File: src/sv/mfa_pkg.sv
// Shared constants for the modular field arithmetic unit: field widths,
// operation codes and register reset values. No dependencies.
`timescale 1ns / 1ps

package mfa_pkg;

	// Fixed widths of the request and result fields at the ports.
	localparam int FIELD_W = 16;
	localparam int MODE_W  = 3;

	// Default width of the internal arithmetic.
	localparam int VALUE_WIDTH_DEFAULT = 16;

	// Modulus after reset: the largest prime below two to the sixteenth.
	localparam logic [FIELD_W-1:0] MODULUS_RESET = 16'd65521;

	// Operation codes carried in the mode field.
	localparam logic [MODE_W-1:0] MODE_ADD = 3'd0;
	localparam logic [MODE_W-1:0] MODE_SUB = 3'd1;
	localparam logic [MODE_W-1:0] MODE_MUL = 3'd2;
	localparam logic [MODE_W-1:0] MODE_DIV = 3'd3;
	localparam logic [MODE_W-1:0] MODE_INV = 3'd4;

endpackage

File: src/sv/mfa_mulmod.sv
// Bit-serial modular multiplier: interleaved double-and-add, a doubling
// and an add step per bit of the multiplier. Depends on no other file.
`timescale 1ns / 1ps

module mfa_mulmod #(
	parameter int VALUE_WIDTH = 16
) (
	input  logic                   clk,
	input  logic                   arst_n,
	input  logic                   start,
	input  logic [VALUE_WIDTH-1:0] x,
	input  logic [VALUE_WIDTH-1:0] y,
	input  logic [VALUE_WIDTH-1:0] m,
	output logic                   done,
	output logic [VALUE_WIDTH-1:0] product
);

	localparam int W     = VALUE_WIDTH;
	localparam int CNT_W = $clog2(W);

	logic             busy_q;
	logic             phase_q;
	logic             done_q;
	logic [CNT_W-1:0] cnt_q;
	logic [W-1:0]     acc_q;
	logic [W-1:0]     ysh_q;

	logic [W:0] m_ext;
	logic [W:0] dbl;
	logic [W:0] sum;
	logic [W-1:0] dbl_red;
	logic [W-1:0] sum_red;

	// Doubling and addition, each followed by one conditional subtraction.
	always_comb begin
		m_ext   = {1'b0, m};
		dbl     = {acc_q, 1'b0};
		sum     = {1'b0, acc_q} + {1'b0, x};
		dbl_red = (dbl >= m_ext) ? W'(dbl - m_ext) : dbl[W-1:0];
		sum_red = (sum >= m_ext) ? W'(sum - m_ext) : sum[W-1:0];
	end

	// Sequencing of the bit steps.
	always_ff @(posedge clk or negedge arst_n) begin
		if (!arst_n) begin
			busy_q  <= 1'b0;
			phase_q <= 1'b0;
			done_q  <= 1'b0;
			cnt_q   <= '0;
		end else begin
			done_q <= 1'b0;
			if (start) begin
				busy_q  <= 1'b1;
				phase_q <= 1'b0;
				cnt_q   <= CNT_W'(W - 1);
			end else if (busy_q) begin
				phase_q <= ~phase_q;
				if (phase_q) begin
					if (cnt_q == '0) begin
						busy_q <= 1'b0;
						done_q <= 1'b1;
					end else begin
						cnt_q <= cnt_q - 1'b1;
					end
				end
			end
		end
	end

	// Accumulator and multiplier shift register, most significant bit first.
	always_ff @(posedge clk) begin
		if (start) begin
			acc_q <= '0;
			ysh_q <= y;
		end else if (busy_q) begin
			if (!phase_q) begin
				acc_q <= dbl_red;
			end else begin
				if (ysh_q[W-1]) begin
					acc_q <= sum_red;
				end
				ysh_q <= {ysh_q[W-2:0], 1'b0};
			end
		end
	end

	assign done    = done_q;
	assign product = acc_q;

endmodule

File: src/sv/mfa_inverse.sv
// Modular inverse by the extended Euclidean algorithm, each quotient
// found by shift-and-subtract one bit per cycle. No package dependencies.
`timescale 1ns / 1ps

module mfa_inverse #(
	parameter int VALUE_WIDTH = 16
) (
	input  logic                   clk,
	input  logic                   arst_n,
	input  logic                   start,
	input  logic [VALUE_WIDTH-1:0] m,
	input  logic [VALUE_WIDTH-1:0] n,
	output logic                   done,
	output logic                   fail,
	output logic [VALUE_WIDTH-1:0] value
);

	localparam int W     = VALUE_WIDTH;
	localparam int TW    = W + 2;
	localparam int CNT_W = $clog2(W);

	localparam logic [2:0] I_IDLE  = 3'd0;
	localparam logic [2:0] I_CHECK = 3'd1;
	localparam logic [2:0] I_ALIGN = 3'd2;
	localparam logic [2:0] I_SUB   = 3'd3;
	localparam logic [2:0] I_FINAL = 3'd4;

	logic [2:0]       state_q;
	logic             done_q;
	logic [CNT_W-1:0] k_q;

	// Remainders, aligned divisor and the matching Bezout coefficients.
	logic [W-1:0]          r0_q;
	logic [W-1:0]          r1_q;
	logic [W:0]            d_q;
	logic signed [TW-1:0]  t0_q;
	logic signed [TW-1:0]  t1_q;
	logic signed [TW-1:0]  dt_q;
	logic                  fail_q;
	logic [W-1:0]          value_q;

	logic [W:0]           d_dbl;
	logic                 fits_dbl;
	logic                 fits;
	logic [W-1:0]         r0_sub;
	logic signed [TW-1:0] t0_sub;
	logic signed [TW-1:0] m_t;
	logic signed [TW-1:0] t_pos;
	logic signed [TW-1:0] t_red;

	// One quotient bit: compare the aligned divisor, subtract if it fits.
	always_comb begin
		d_dbl    = {d_q[W-1:0], 1'b0};
		fits_dbl = (d_dbl <= {1'b0, r0_q});
		fits     = (d_q <= {1'b0, r0_q});
		r0_sub   = fits ? W'({1'b0, r0_q} - d_q) : r0_q;
		t0_sub   = fits ? (t0_q - dt_q) : t0_q;
		m_t      = $signed({2'b00, m});
		t_pos    = t0_q[TW-1] ? (t0_q + m_t) : t0_q;
		t_red    = (t_pos >= m_t) ? (t_pos - m_t) : t_pos;
	end

	// Control: check, align, subtract per Euclid step, then final fix-up.
	always_ff @(posedge clk or negedge arst_n) begin
		if (!arst_n) begin
			state_q <= I_IDLE;
			done_q  <= 1'b0;
			k_q     <= '0;
		end else begin
			done_q <= 1'b0;
			case (state_q)
				I_IDLE: begin
					if (start) begin
						state_q <= I_CHECK;
					end
				end
				I_CHECK: begin
					k_q     <= '0;
					state_q <= (r1_q == '0) ? I_FINAL : I_ALIGN;
				end
				I_ALIGN: begin
					if (fits_dbl) begin
						k_q <= k_q + 1'b1;
					end else begin
						state_q <= I_SUB;
					end
				end
				I_SUB: begin
					if (k_q == '0) begin
						state_q <= I_CHECK;
					end else begin
						k_q <= k_q - 1'b1;
					end
				end
				I_FINAL: begin
					done_q  <= 1'b1;
					state_q <= I_IDLE;
				end
				default: begin
					state_q <= I_IDLE;
				end
			endcase
		end
	end

	// Datapath registers.
	always_ff @(posedge clk) begin
		case (state_q)
			I_IDLE: begin
				if (start) begin
					r0_q <= m;
					r1_q <= n;
					t0_q <= '0;
					t1_q <= TW'(1);
				end
			end
			I_CHECK: begin
				d_q  <= {1'b0, r1_q};
				dt_q <= t1_q;
			end
			I_ALIGN: begin
				if (fits_dbl) begin
					d_q  <= d_dbl;
					dt_q <= dt_q <<< 1;
				end
			end
			I_SUB: begin
				if (k_q == '0) begin
					// Quotient complete: the remainder becomes the new divisor.
					r0_q <= r1_q;
					r1_q <= r0_sub;
					t0_q <= t1_q;
					t1_q <= t0_sub;
				end else begin
					r0_q <= r0_sub;
					t0_q <= t0_sub;
					d_q  <= d_q >> 1;
					dt_q <= dt_q >>> 1;
				end
			end
			I_FINAL: begin
				if (r0_q != W'(1)) begin
					fail_q  <= 1'b1;
					value_q <= '0;
				end else begin
					fail_q  <= 1'b0;
					value_q <= t_red[W-1:0];
				end
			end
			default: begin
			end
		endcase
	end

	assign done  = done_q;
	assign fail  = fail_q;
	assign value = value_q;

endmodule

File: src/sv/modular_field_alu_top.sv
// Top level of the modular field arithmetic unit. Uses mfa_pkg, and
// instantiates mfa_inverse and mfa_mulmod.
`timescale 1ns / 1ps

// One request at a time is worked on, with W = VALUE_WIDTH. Both operands are
// first reduced by a bit-serial restoring remainder. Add and subtract are then
// formed directly from the reduced operands. Multiply runs the serial
// double-and-add multiplier, a doubling and an add step per operand bit.
// Inverse runs the extended Euclid unit: per Euclid step a check, an
// alignment of the divisor and one shift-and-subtract per quotient bit;
// divide adds a multiply on top of that. The next request is taken as soon
// as the previous result sits in the output register, even if it has not
// yet been collected. The modulus register is written through cfg_we and
// cfg_wdata; only its low VALUE_WIDTH bits are used, and a modulus below two
// acts as one. Modes 5 to 7 return zero.
module modular_field_alu_top
	import mfa_pkg::*;
#(
	parameter int VALUE_WIDTH = VALUE_WIDTH_DEFAULT
) (
	input  logic               clk,
	input  logic               arst_n,
	input  logic               cfg_we,
	input  logic [FIELD_W-1:0] cfg_wdata,
	input  logic               in_valid,
	output logic               in_ready,
	input  logic [MODE_W-1:0]  mode,
	input  logic [FIELD_W-1:0] operand_a,
	input  logic [FIELD_W-1:0] operand_b,
	output logic               out_valid,
	input  logic               out_ready,
	output logic [FIELD_W-1:0] result,
	output logic               no_inverse,
	output logic               operands_equal,
	output logic               a_less_than_b
);

	localparam int W     = VALUE_WIDTH;
	localparam int CNT_W = $clog2(W);

	localparam logic [2:0] S_IDLE     = 3'd0;
	localparam logic [2:0] S_REDUCE   = 3'd1;
	localparam logic [2:0] S_EXEC     = 3'd2;
	localparam logic [2:0] S_INV_WAIT = 3'd3;
	localparam logic [2:0] S_MUL_WAIT = 3'd4;
	localparam logic [2:0] S_DONE     = 3'd5;

	logic [2:0]         state_q;
	logic [CNT_W-1:0]   cnt_q;
	logic [FIELD_W-1:0] modulus_q;
	logic               out_valid_q;

	logic [MODE_W-1:0]  mode_q;
	logic [W-1:0]       sa_q;
	logic [W-1:0]       sb_q;
	logic [W-1:0]       ra_q;
	logic [W-1:0]       rb_q;
	logic [W-1:0]       res_q;
	logic               fail_q;
	logic               eq_q;
	logic               lt_q;
	logic [FIELD_W-1:0] result_q;
	logic               no_inverse_q;
	logic               equal_q;
	logic               less_q;

	logic               accept;
	logic               out_load;
	logic [W-1:0]       m_eff;
	logic [W:0]         m_ext;
	logic [W:0]         rem_a;
	logic [W:0]         rem_b;
	logic [W-1:0]       red_a;
	logic [W-1:0]       red_b;
	logic [W:0]         add_sum;
	logic [W-1:0]       add_res;
	logic [W-1:0]       sub_res;
	logic [W-1:0]       a_in;
	logic [W-1:0]       b_in;
	logic [W+FIELD_W-1:0] a_wide;
	logic [W+FIELD_W-1:0] b_wide;
	logic [W+FIELD_W-1:0] m_wide;
	logic [W+FIELD_W-1:0] res_wide;

	logic         inv_start;
	logic         inv_done;
	logic         inv_fail;
	logic [W-1:0] inv_value;
	logic [W-1:0] inv_n;
	logic         mul_start;
	logic         mul_done;
	logic [W-1:0] mul_y;
	logic [W-1:0] mul_product;

	assign accept   = in_valid && in_ready;
	assign in_ready = (state_q == S_IDLE);
	assign out_load = (state_q == S_DONE) && (!out_valid_q || out_ready);

	// Fit the port fields to the internal width, and form the working modulus.
	always_comb begin
		a_wide   = {{W{1'b0}}, operand_a};
		b_wide   = {{W{1'b0}}, operand_b};
		m_wide   = {{W{1'b0}}, modulus_q};
		a_in     = a_wide[W-1:0];
		b_in     = b_wide[W-1:0];
		m_eff    = (m_wide[W-1:1] == '0) ? W'(1) : m_wide[W-1:0];
		m_ext    = {1'b0, m_eff};
		res_wide = {{FIELD_W{1'b0}}, res_q};
	end

	// Serial remainder step for both operands, and the add and subtract.
	always_comb begin
		rem_a   = {ra_q, sa_q[W-1]};
		rem_b   = {rb_q, sb_q[W-1]};
		red_a   = (rem_a >= m_ext) ? W'(rem_a - m_ext) : rem_a[W-1:0];
		red_b   = (rem_b >= m_ext) ? W'(rem_b - m_ext) : rem_b[W-1:0];
		add_sum = {1'b0, ra_q} + {1'b0, rb_q};
		add_res = (add_sum >= m_ext) ? W'(add_sum - m_ext) : add_sum[W-1:0];
		sub_res = (ra_q >= rb_q) ? (ra_q - rb_q) : W'({1'b0, ra_q} + m_ext - {1'b0, rb_q});
	end

	// Starts of the shared units.
	always_comb begin
		inv_n     = (mode_q == MODE_INV) ? ra_q : rb_q;
		inv_start = (state_q == S_EXEC) && ((mode_q == MODE_DIV) || (mode_q == MODE_INV));
		mul_y     = (state_q == S_INV_WAIT) ? inv_value : rb_q;
		mul_start = ((state_q == S_EXEC) && (mode_q == MODE_MUL)) ||
			((state_q == S_INV_WAIT) && inv_done && (mode_q == MODE_DIV));
	end

	// Control sequencer, modulus register and output valid.
	always_ff @(posedge clk or negedge arst_n) begin
		if (!arst_n) begin
			state_q     <= S_IDLE;
			cnt_q       <= '0;
			modulus_q   <= MODULUS_RESET;
			out_valid_q <= 1'b0;
		end else begin
			if (cfg_we) begin
				modulus_q <= cfg_wdata;
			end
			if (out_load) begin
				out_valid_q <= 1'b1;
			end else if (out_ready) begin
				out_valid_q <= 1'b0;
			end
			case (state_q)
				S_IDLE: begin
					if (accept) begin
						cnt_q   <= CNT_W'(W - 1);
						state_q <= S_REDUCE;
					end
				end
				S_REDUCE: begin
					if (cnt_q == '0) begin
						state_q <= S_EXEC;
					end else begin
						cnt_q <= cnt_q - 1'b1;
					end
				end
				S_EXEC: begin
					case (mode_q)
						MODE_MUL: state_q <= S_MUL_WAIT;
						MODE_DIV: state_q <= S_INV_WAIT;
						MODE_INV: state_q <= S_INV_WAIT;
						default:  state_q <= S_DONE;
					endcase
				end
				S_INV_WAIT: begin
					if (inv_done) begin
						state_q <= (mode_q == MODE_DIV) ? S_MUL_WAIT : S_DONE;
					end
				end
				S_MUL_WAIT: begin
					if (mul_done) begin
						state_q <= S_DONE;
					end
				end
				S_DONE: begin
					if (out_load) begin
						state_q <= S_IDLE;
					end
				end
				default: begin
					state_q <= S_IDLE;
				end
			endcase
		end
	end

	// Operand shift registers, remainders and the pending result.
	always_ff @(posedge clk) begin
		if (accept) begin
			mode_q <= mode;
			sa_q   <= a_in;
			sb_q   <= b_in;
			ra_q   <= '0;
			rb_q   <= '0;
		end
		case (state_q)
			S_REDUCE: begin
				ra_q <= red_a;
				rb_q <= red_b;
				sa_q <= {sa_q[W-2:0], 1'b0};
				sb_q <= {sb_q[W-2:0], 1'b0};
			end
			S_EXEC: begin
				eq_q   <= (ra_q == rb_q);
				lt_q   <= (ra_q < rb_q);
				fail_q <= 1'b0;
				case (mode_q)
					MODE_ADD: res_q <= add_res;
					MODE_SUB: res_q <= sub_res;
					default:  res_q <= '0;
				endcase
			end
			S_INV_WAIT: begin
				if (inv_done) begin
					fail_q <= inv_fail;
					res_q  <= inv_value;
				end
			end
			S_MUL_WAIT: begin
				if (mul_done) begin
					res_q <= mul_product;
				end
			end
			default: begin
			end
		endcase
		if (out_load) begin
			result_q     <= res_wide[FIELD_W-1:0];
			no_inverse_q <= fail_q;
			equal_q      <= eq_q;
			less_q       <= lt_q;
		end
	end

	// Extended Euclid inverse unit.
	mfa_inverse #(
		.VALUE_WIDTH(VALUE_WIDTH)
	) u_inverse (
		.clk   (clk),
		.arst_n(arst_n),
		.start (inv_start),
		.m     (m_eff),
		.n     (inv_n),
		.done  (inv_done),
		.fail  (inv_fail),
		.value (inv_value)
	);

	// Serial modular multiplier.
	mfa_mulmod #(
		.VALUE_WIDTH(VALUE_WIDTH)
	) u_mulmod (
		.clk    (clk),
		.arst_n (arst_n),
		.start  (mul_start),
		.x      (ra_q),
		.y      (mul_y),
		.m      (m_eff),
		.done   (mul_done),
		.product(mul_product)
	);

	assign out_valid      = out_valid_q;
	assign result         = result_q;
	assign no_inverse     = no_inverse_q;
	assign operands_equal = equal_q;
	assign a_less_than_b  = less_q;

endmodule

File: config.mk
export PLATFORM = sky130hd
export DESIGN_NAME = modular_field_alu_top
export DESIGN_NICKNAME = d
export VERILOG_FILES = /design/src/sv/mfa_pkg.sv /design/src/sv/mfa_mulmod.sv /design/src/sv/mfa_inverse.sv /design/src/sv/modular_field_alu_top.sv
export SDC_FILE = /design/constraint.sdc
export NUM_CORES = 1
export LEC_CHECK = 0
export BUFFER_PORTS_ARGS = -buffer_cell sky130_fd_sc_hd__buf_2
export CORE_UTILIZATION = 31
export DETAILED_ROUTE_END_ITERATION = 8
export GPL_TIMING_DRIVEN = 1
export RECOVER_POWER = 100
export SETUP_SLACK_MARGIN = 0.4
export SLEW_MARGIN = 20
export SYNTH_ARGS = -nofsm -noshare
export SYNTH_HDL_FRONTEND = slang
export SYNTH_HIERARCHICAL = 1
export SYNTH_SLANG_ARGS = --single-unit
File: constraint.sdc
create_clock -name clk -period 6.3 [get_ports clk]
set_input_delay 1.26 -clock clk [delete_from_list [all_inputs] [get_ports clk]]
set_output_delay 1.26 -clock clk [all_outputs]
set_load 0.05 [all_outputs]
==> impl_results.md, run 1 <==
* Num CTS Buffers at 39
* Required time worst endpoint at 6630 ps
* DRC Markers at 0
* DR vias at 22600
* Critical Path AT at 5990 ps
* Final net count at 3263
* Initial antenna violation count at 4
* WS Path Type: reg -> reg
* Hold Buf Count CTS at 0
* GP Congestion at 0.989
* Design area at 28600 sq um
* Grt total ovfl at 0
* Clk pin slew, worst setup/hold paths at 70 ps
* Synth area leaders: edfxtp_1 (28%), ha_1 (12%), o21ai_0 (4.5%)
* Outcome: complete, but fails checks
* Async S/R FF share, synth at 13.2%
* Met1 WL at 40.6 mm
* Fin crit period at 5660 ps
* Initial Util at 31.5%
* Mapped Area at 26000 sq um
* Max layer used: met5
* Placed Area at 27500 sq um
* RSZ-0062 raised after global routing: no
* Final Cycle Share at 89.8%
* Setup TNS at 0 ps
* GRT Util Overall at 20.0%
* Crit. path cell count at 12
* Metal3 WL at 5.51 mm
* Gate Count Post-Synth at 2906
* Synth unique cells at 102
* Main flop type after synthesis: edfxtp_1
* Failing checks: max-capacitance violations, max-slew violations
* WP buf/inv at 1
* I/O Buffers at 76
* Num ports at 77
* Crit-path max cell delay at 1500 ps
* CP max stage cell: a21oi_1
* Vias/cell at 5.61
* Hpwl dp at 66.3 mm
* Setup crit start kind: flip-flop
* Syn_nets at 3234
* Slew HR at -120%
* Family with the most delay on the worst path: compound AO/OA/AOI/OAI gates
* Warnings, synthesis at 6
* Clock Path Buffers at 3
* Post-synth EDFFs at 239
* Worst r2r path cells at 12
* CTS Sinks at 296
* Routed length on met2 at 37.3 mm
* DRT iter0 DRCs at 2199
* Sequential cell area fraction in the yosys report at 32.8%
* Hold Path Class: reg -> reg
* Worst skew pair latency at 590 ps
* Root buf cell: clkbuf_16
* Yosys top cell by area: edfxtp_1
* Setup violators final at 0
* Worst Setup End Kind: flip-flop
* Setup Buffers After CTS at 0
* DRT Pass-1 Iters at 9
* Worst-path maximum fanout at 21
* Detail Route Antenna Nets at 0
* Layout cells sized above 1 at 7.65%
* Fmax at 177 MHz
* Hold Slack at 418 ps
* CTS HTree Levels at 2
* Largest net degree at the start of global routing at 67
* Layout Skew at 35.1 ps
* Yosys top cell area share at 27.6%
* Routed wire length at 86.5 mm
* Worst hold path depth at 0
* WL/cell at 21.4 um
* Max cap viols at 6
* Total die area at 84900 sq um
* Core ar. at 82500 sq um
* Global-route wire length before repair at 132 mm
* Syn_area_per_cell at 8.94 sq um
* DIE WIDTH at 291 um
* Slew of the pin with the lowest slew margin at 3300 ps
* Vias in the first global route at 21100
* CTS tree: done
* Synth Register Bits at 296
* Area grow syn2layout at 10.2%
* # diodes at 0
* Worst path cell trace: nor4_1, a41o_1, clkbuf_1, ha_1, nor2b_1, o21bai_1, nand4_1, a311oi_1, o21bai_1, a21oi_1, nor2b_1, a211oi_1
* Final Hold Viols at 0
* Num rows at 105
* Post-cts resize count at 0
* Max Slew Vio Count at 240
* Die H at 291 um
[layout by cell type, fill, tap and decap left out, types with 41 or more instances in the layout]
cell type / instances
ha_1: 244
inv_1: 241
edfxtp_1: 239
nand2_1: 237
o21ai_0: 237
nor2_1: 222
a21oi_1: 179
xnor2_1: 101
mux2i_1: 101
nor3_1: 69
nand3_1: 58
a211oi_1: 57
a21o_1: 55
buf_2: 54
o21a_1: 41
xor2_1: 41
[synth_stat cells (9+ instances only)]
master    number
nand4_1       22
dfstp_2       13
and3_1        21
a211oi_1      55
xnor2_1      101
and2_1        16
a31oi_1       35
dfxtp_1       18
o22ai_1       10
nand2b_1      38
nor2_1       223
nor3_1        70
a222oi_1      12
nor2b_1       32
xor2_1        41
or3_1         27
clkbuf_1      83
buf_1          9
a21boi_0      10
ha_1         244
a22o_1        32
edfxtp_1     239
nand2_1      238
o211ai_1      27
nand3b_1      11
o21a_1        41
o21ai_0      233
nand3_1       58
a31o_2        10
o21bai_1      20
buf_2         16
a21oi_1      180
dfrtp_1       26
mux2_2        25
o31ai_1       21
inv_1        241
a21o_1        55
nor4_1        22
mux2i_1      101
o31a_1        10
or2_2         10
a211o_1       20
fa_1          28
[worst register-to-register path, cell delays in order (launching register included)]
cell      delay [ps]
dfstp_1          410
nor4_1           420
a41o_1           250
clkbuf_1         850
ha_1             370
nor2b_1           80
o21bai_1         190
nand4_1          250
a311oi_1         340
o21bai_1         160
a21oi_1         1500
nor2b_1          100
a211oi_1         470
[layout make-up]
cell class	count	area (sq um)
fill	8572	53900
multi-input combinational	2245	16000
sequential	296	8530
tap	1070	1340
clock buffer	49	1070
inverter	245	920
timing repair buffer	108	544
clock inverter	23	241
[final timing paths]
kind	startpoint	slack, ps	endpoint
setup / recovery	modulus_q[4]	640	ra_q[0]
hold / removal	res_q[3]	420	result[3]
setup reg to reg	modulus_q[4]	640	ra_q[0]
hold reg to reg	res_q[3]	420	result[3]
max in group asynchronous	arst_n	2500	u_inverse/state_q[0]
min in group asynchronous	arst_n	1830	state_q[2]
[state kept, by name, indices dropped and copies added, names as in the netlist, 4 cells and up]
register / cells
u_inverse/t0_q: 18
cnt_q: 4
res_q: 16
ra_q: 16
modulus_q: 16
result: 16
u_inverse/r0_q: 16
u_inverse/k_q: 4
u_mulmod/product: 16
u_inverse/d_q: 17
u_inverse/t1_q: 18
u_inverse/dt_q: 18
u_mulmod/cnt_q: 4
u_inverse/value: 16
sa_q: 16
rb_q: 16
sb_q: 16
u_inverse/r1_q: 16
u_mulmod/ysh_q: 16
[kinds of logic after synthesis]
kind of cell | synth area share [%]
AOI/OAI and AO/OA | 22.8
buffers and inverters | 5.61
and+or+nand+nor | 15.0
adders and majority gates | 13.9
muxes | 5.03
xor gates and xnor gates | 4.79
DFF | 32.8
[metal layers]
layer / GRT usage (%) / vias up
li1: - / 10800
met1: 28.8 / 10900
met2: 30.4 / 781
met3: 2.88 / 149
met4: 7.03 / 2
met5: 0 / -
[through the flow]
step           utilization (%)  std cells  worst slack [ps]
3_5_place_dp              33.3       3964              1100
2_1_floorplan                -       2906              1640
5_1_grt                   34.7       4036               336
6_report                  34.7       4036               639
4_1_cts                   34.9       4036              1040
3_3_place_gp              33.3       3964              1260
Power of run 1 is left out: the tool's default activity adds up to more than one toggle a clock period on the data nets, which glitch-free logic cannot reach.
==> inputs of run 2 (changes only) <==
--- a/config.mk
+++ b/config.mk
@@ -7,9 +7,11 @@
 export LEC_CHECK = 0
 export BUFFER_PORTS_ARGS = -buffer_cell sky130_fd_sc_hd__buf_2
 export CORE_UTILIZATION = 31
+export CTS_BUF_LIST = sky130_fd_sc_hd__clkbuf_4 sky130_fd_sc_hd__clkbuf_8 sky130_fd_sc_hd__clkbuf_16
 export DETAILED_ROUTE_END_ITERATION = 8
 export GPL_TIMING_DRIVEN = 1
 export RECOVER_POWER = 100
+export REMOVE_ABC_BUFFERS = 1
 export SETUP_SLACK_MARGIN = 0.4
 export SLEW_MARGIN = 20
 export SYNTH_ARGS = -nofsm -noshare
==> constraint.sdc (replaced) <==
create_clock -name clk -period 5.7 [get_ports clk]
set_input_delay 1.14 -clock clk [delete_from_list [all_inputs] [get_ports clk]]
set_output_delay 1.14 -clock clk [all_outputs]
set_load 0.05 [all_outputs]
==> run 2 against run 1 <==
The run still ends with max-capacitance violations, max-slew violations left. First-iteration DRC count is 13% lower. Routed wire length down 4.7%. Setup slack got worse by 180 ps. Final cell count rose by 0.32%. Via count down 0.75%. Clock skew down 17 ps. Die area stayed put. Critical path depth grew 8. Highest routed layer unchanged.
==> impl_results.md, run 2 (same netlist as run 1, synthesis figures left out) <==
* Fin cells at 4049 (+0.32%)
* Placed Area at 27600 sq um (+0.47%)
* Reg2reg start: modulus_q[4]
* Root buf cell: clkbuf_16
* Worst hold path depth at 0 (unchanged)
* DP Cell Count at 3980 (+0.40%)
* Setup TNS at 0 ps (unchanged)
* # diodes at 0 (unchanged)
* Design area at 28700 sq um (+0.45%)
* WS Path Type: reg -> reg
* DRC Markers at 0 (unchanged)
* CP max stage cell: dfstp_2
* Cell mode on critical path: nor2_1
* Final Cycle Share at 92.0% (+2.2 points)
* Vias/cell at 5.55 (-1.1%)
* Worst path cell trace: nor4_1, a41o_1, ha_1, fa_1, a211oi_1, nor2_1, o21a_1, nor2_1, xnor2_1, mux2_2, ha_1, nand2_1, o21ai_0, a2111o_1, a211oi_1, nor2_1, o32ai_2, clkbuf_2, mux2_2, nor2_1
* Clock Path Buffers at 3 (unchanged)
* Slew of the pin with the lowest slew margin at 2890 ps (-408 ps)
* FILL cells at 8542 (-0.35%)
* Failing checks: max-capacitance violations, max-slew violations
* WL/cell at 20.4 um (-5.0%)
* GRT Util Overall at 18.9% (-1.1 points)
* Detail Route Antenna Nets at 0 (unchanged)
* Vias in the first global route at 20900 (-1.1%)
* Worst-path maximum fanout at 20 (-4.8%)
* Layout Skew at 17.9 ps (-17.2 ps)
* CTS tree: done
* RR Endpoint: u_inverse/value[0]
* Slew HR at -92.6% (+27 points)
* Initial antenna violation count at 3 (-1)
* Initial Util at 31.5% (unchanged)
* Num ports at 77 (unchanged)
* Total die area at 84900 sq um (unchanged)
* Crit. path cell count at 20 (+8)
* Required time worst endpoint at 6100 ps (-530 ps)
* Final Hold Viols at 0 (unchanged)
* CTS Sinks at 296 (unchanged)
* Fin crit period at 5250 ps (-415 ps)
* DRT iter0 DRCs at 1921 (-13%)
* Worst skew pair latency at 570 ps (-20 ps)
* GP Congestion at 0.956 (-3.3%)
* Hold Path Class: reg -> reg
* Global-route wire length before repair at 125 mm (-5.1%)
* Hold endpoint: no_inverse
* R2r setup slk at 450 ps (-180 ps)
* Setup crit start kind: flip-flop
* Num rows at 105 (unchanged)
* Core ar. at 82500 sq um (unchanged)
* Hpwl dp at 64.0 mm (-3.5%)
* Family with the most delay on the worst path: compound AO/OA/AOI/OAI gates
* Layout cells sized above 1 at 8.56% (+0.91 points)
* DIE WIDTH at 291 um (unchanged)
* Final net count at 3279 (+0.49%)
* Die H at 291 um (unchanged)
* WP buf/inv at 1 (unchanged)
* Grt total ovfl at 0 (unchanged)
* Clk pin slew, worst setup/hold paths at 60 ps (about the same)
* Critical Path AT at 5650 ps (-340 ps)
* Fmax at 191 MHz (+7.9%)
* Footprint of the multi-input gates at 16000 sq um (+0.21%)
* Max Slew Vio Count at 216 (-10%)
* Worst r2r path cells at 20 (+8)
* Area grow syn2layout at 10.7%
* Largest net degree at the start of global routing at 72 (+7.5%)
* I/O Buffers at 76 (unchanged)
* Hold_sp: fail_q
* Commonest non-fill, non-tap cells in the layout: ha_1 (244), inv_1 (241), edfxtp_1 (239)
* Max cap viols at 6 (unchanged)
* Routed wire length at 82.4 mm (-4.7%)
* Worst Setup End Kind: flip-flop
* DR vias at 22500 (-0.75%)
* Largest regs: u_inverse/dt_q x18, u_inverse/t0_q x18, u_inverse/t1_q x18
* RSZ-0062 raised after global routing: no
* Setup violators final at 0 (unchanged)
* Num CTS Buffers at 36 (-7.7%)
* Crit-path max cell delay at 580 ps (-920 ps)
* Hold Buf Count CTS at 0 (unchanged)
* Seq. cell area at 8530 sq um (unchanged)
* Commonest non-fill, non-tap cell in the layout: ha_1
* Outcome: complete, but fails checks
* CTS HTree Levels at 2 (unchanged)
* DRT Pass-1 Iters at 6 (-3)
==> run 2: cell type report <==
| type | count | share of cell area, % |
|---|---|---|
| multi-input combinational | 2245 | 55.6 |
| clock inverter | 15 | 0.670 |
| sequential | 296 | 29.7 |
| timing repair buffer | 127 | 2.43 |
| tap | 1070 | 4.66 |
| clock buffer | 51 | 3.71 |
| inverter | 245 | 3.20 |
==> run 2: metrics by stage <==
step	setup WS, ps	util (%)	hold WS (ps)
floorplan	280	-	400
global placement	694	33.4	403
detailed placement	575	33.4	407
CTS	559	35.0	419
global route	202	34.8	423
finish	455	34.8	423
==> run 2: metal layers <==
metal	up-vias	wire length (um)	GRT usage [%]
met5	-	28	0
met4	6	2730	6.51
met3	107	5540	3.15
met2	697	36300	29.5
met1	10800	37900	26.3
li1	10800	-	-
==> run 2: worst max-delay path by stage <==
stage                                     to  slack [ps]          from
after floorplan           u_inverse/value[0]         280  modulus_q[1]
final                     u_inverse/value[0]         450  modulus_q[4]
after detailed placement           res_q[10]         580       ra_q[1]
after CTS                          res_q[10]         560       ra_q[1]
after global routing                res_q[8]         200  modulus_q[2]
after global placement             res_q[10]         690       ra_q[1]
==> run 2: what timing repair did <==
action,in CTS,in global routing
resized for setup,0,2
setup endpoints to repair,0,18
buffers inserted,0,3
endpoints found under the hold margin,0,0
==> run 2: worst register-to-register path: stages, from the launching register on <==
cell and delay [ps]:
dfstp_2 580, nor4_1 70, a41o_1 220, ha_1 240, fa_1 430, a211oi_1 300
nor2_1 120, o21a_1 180, nor2_1 120, xnor2_1 70, mux2_2 290, ha_1 350
nand2_1 100, o21ai_0 110, a2111o_1 420, a211oi_1 230, nor2_1 90, o32ai_2 190
clkbuf_2 510, mux2_2 420, nor2_1 80
Power of run 2 is left out for the same reason.
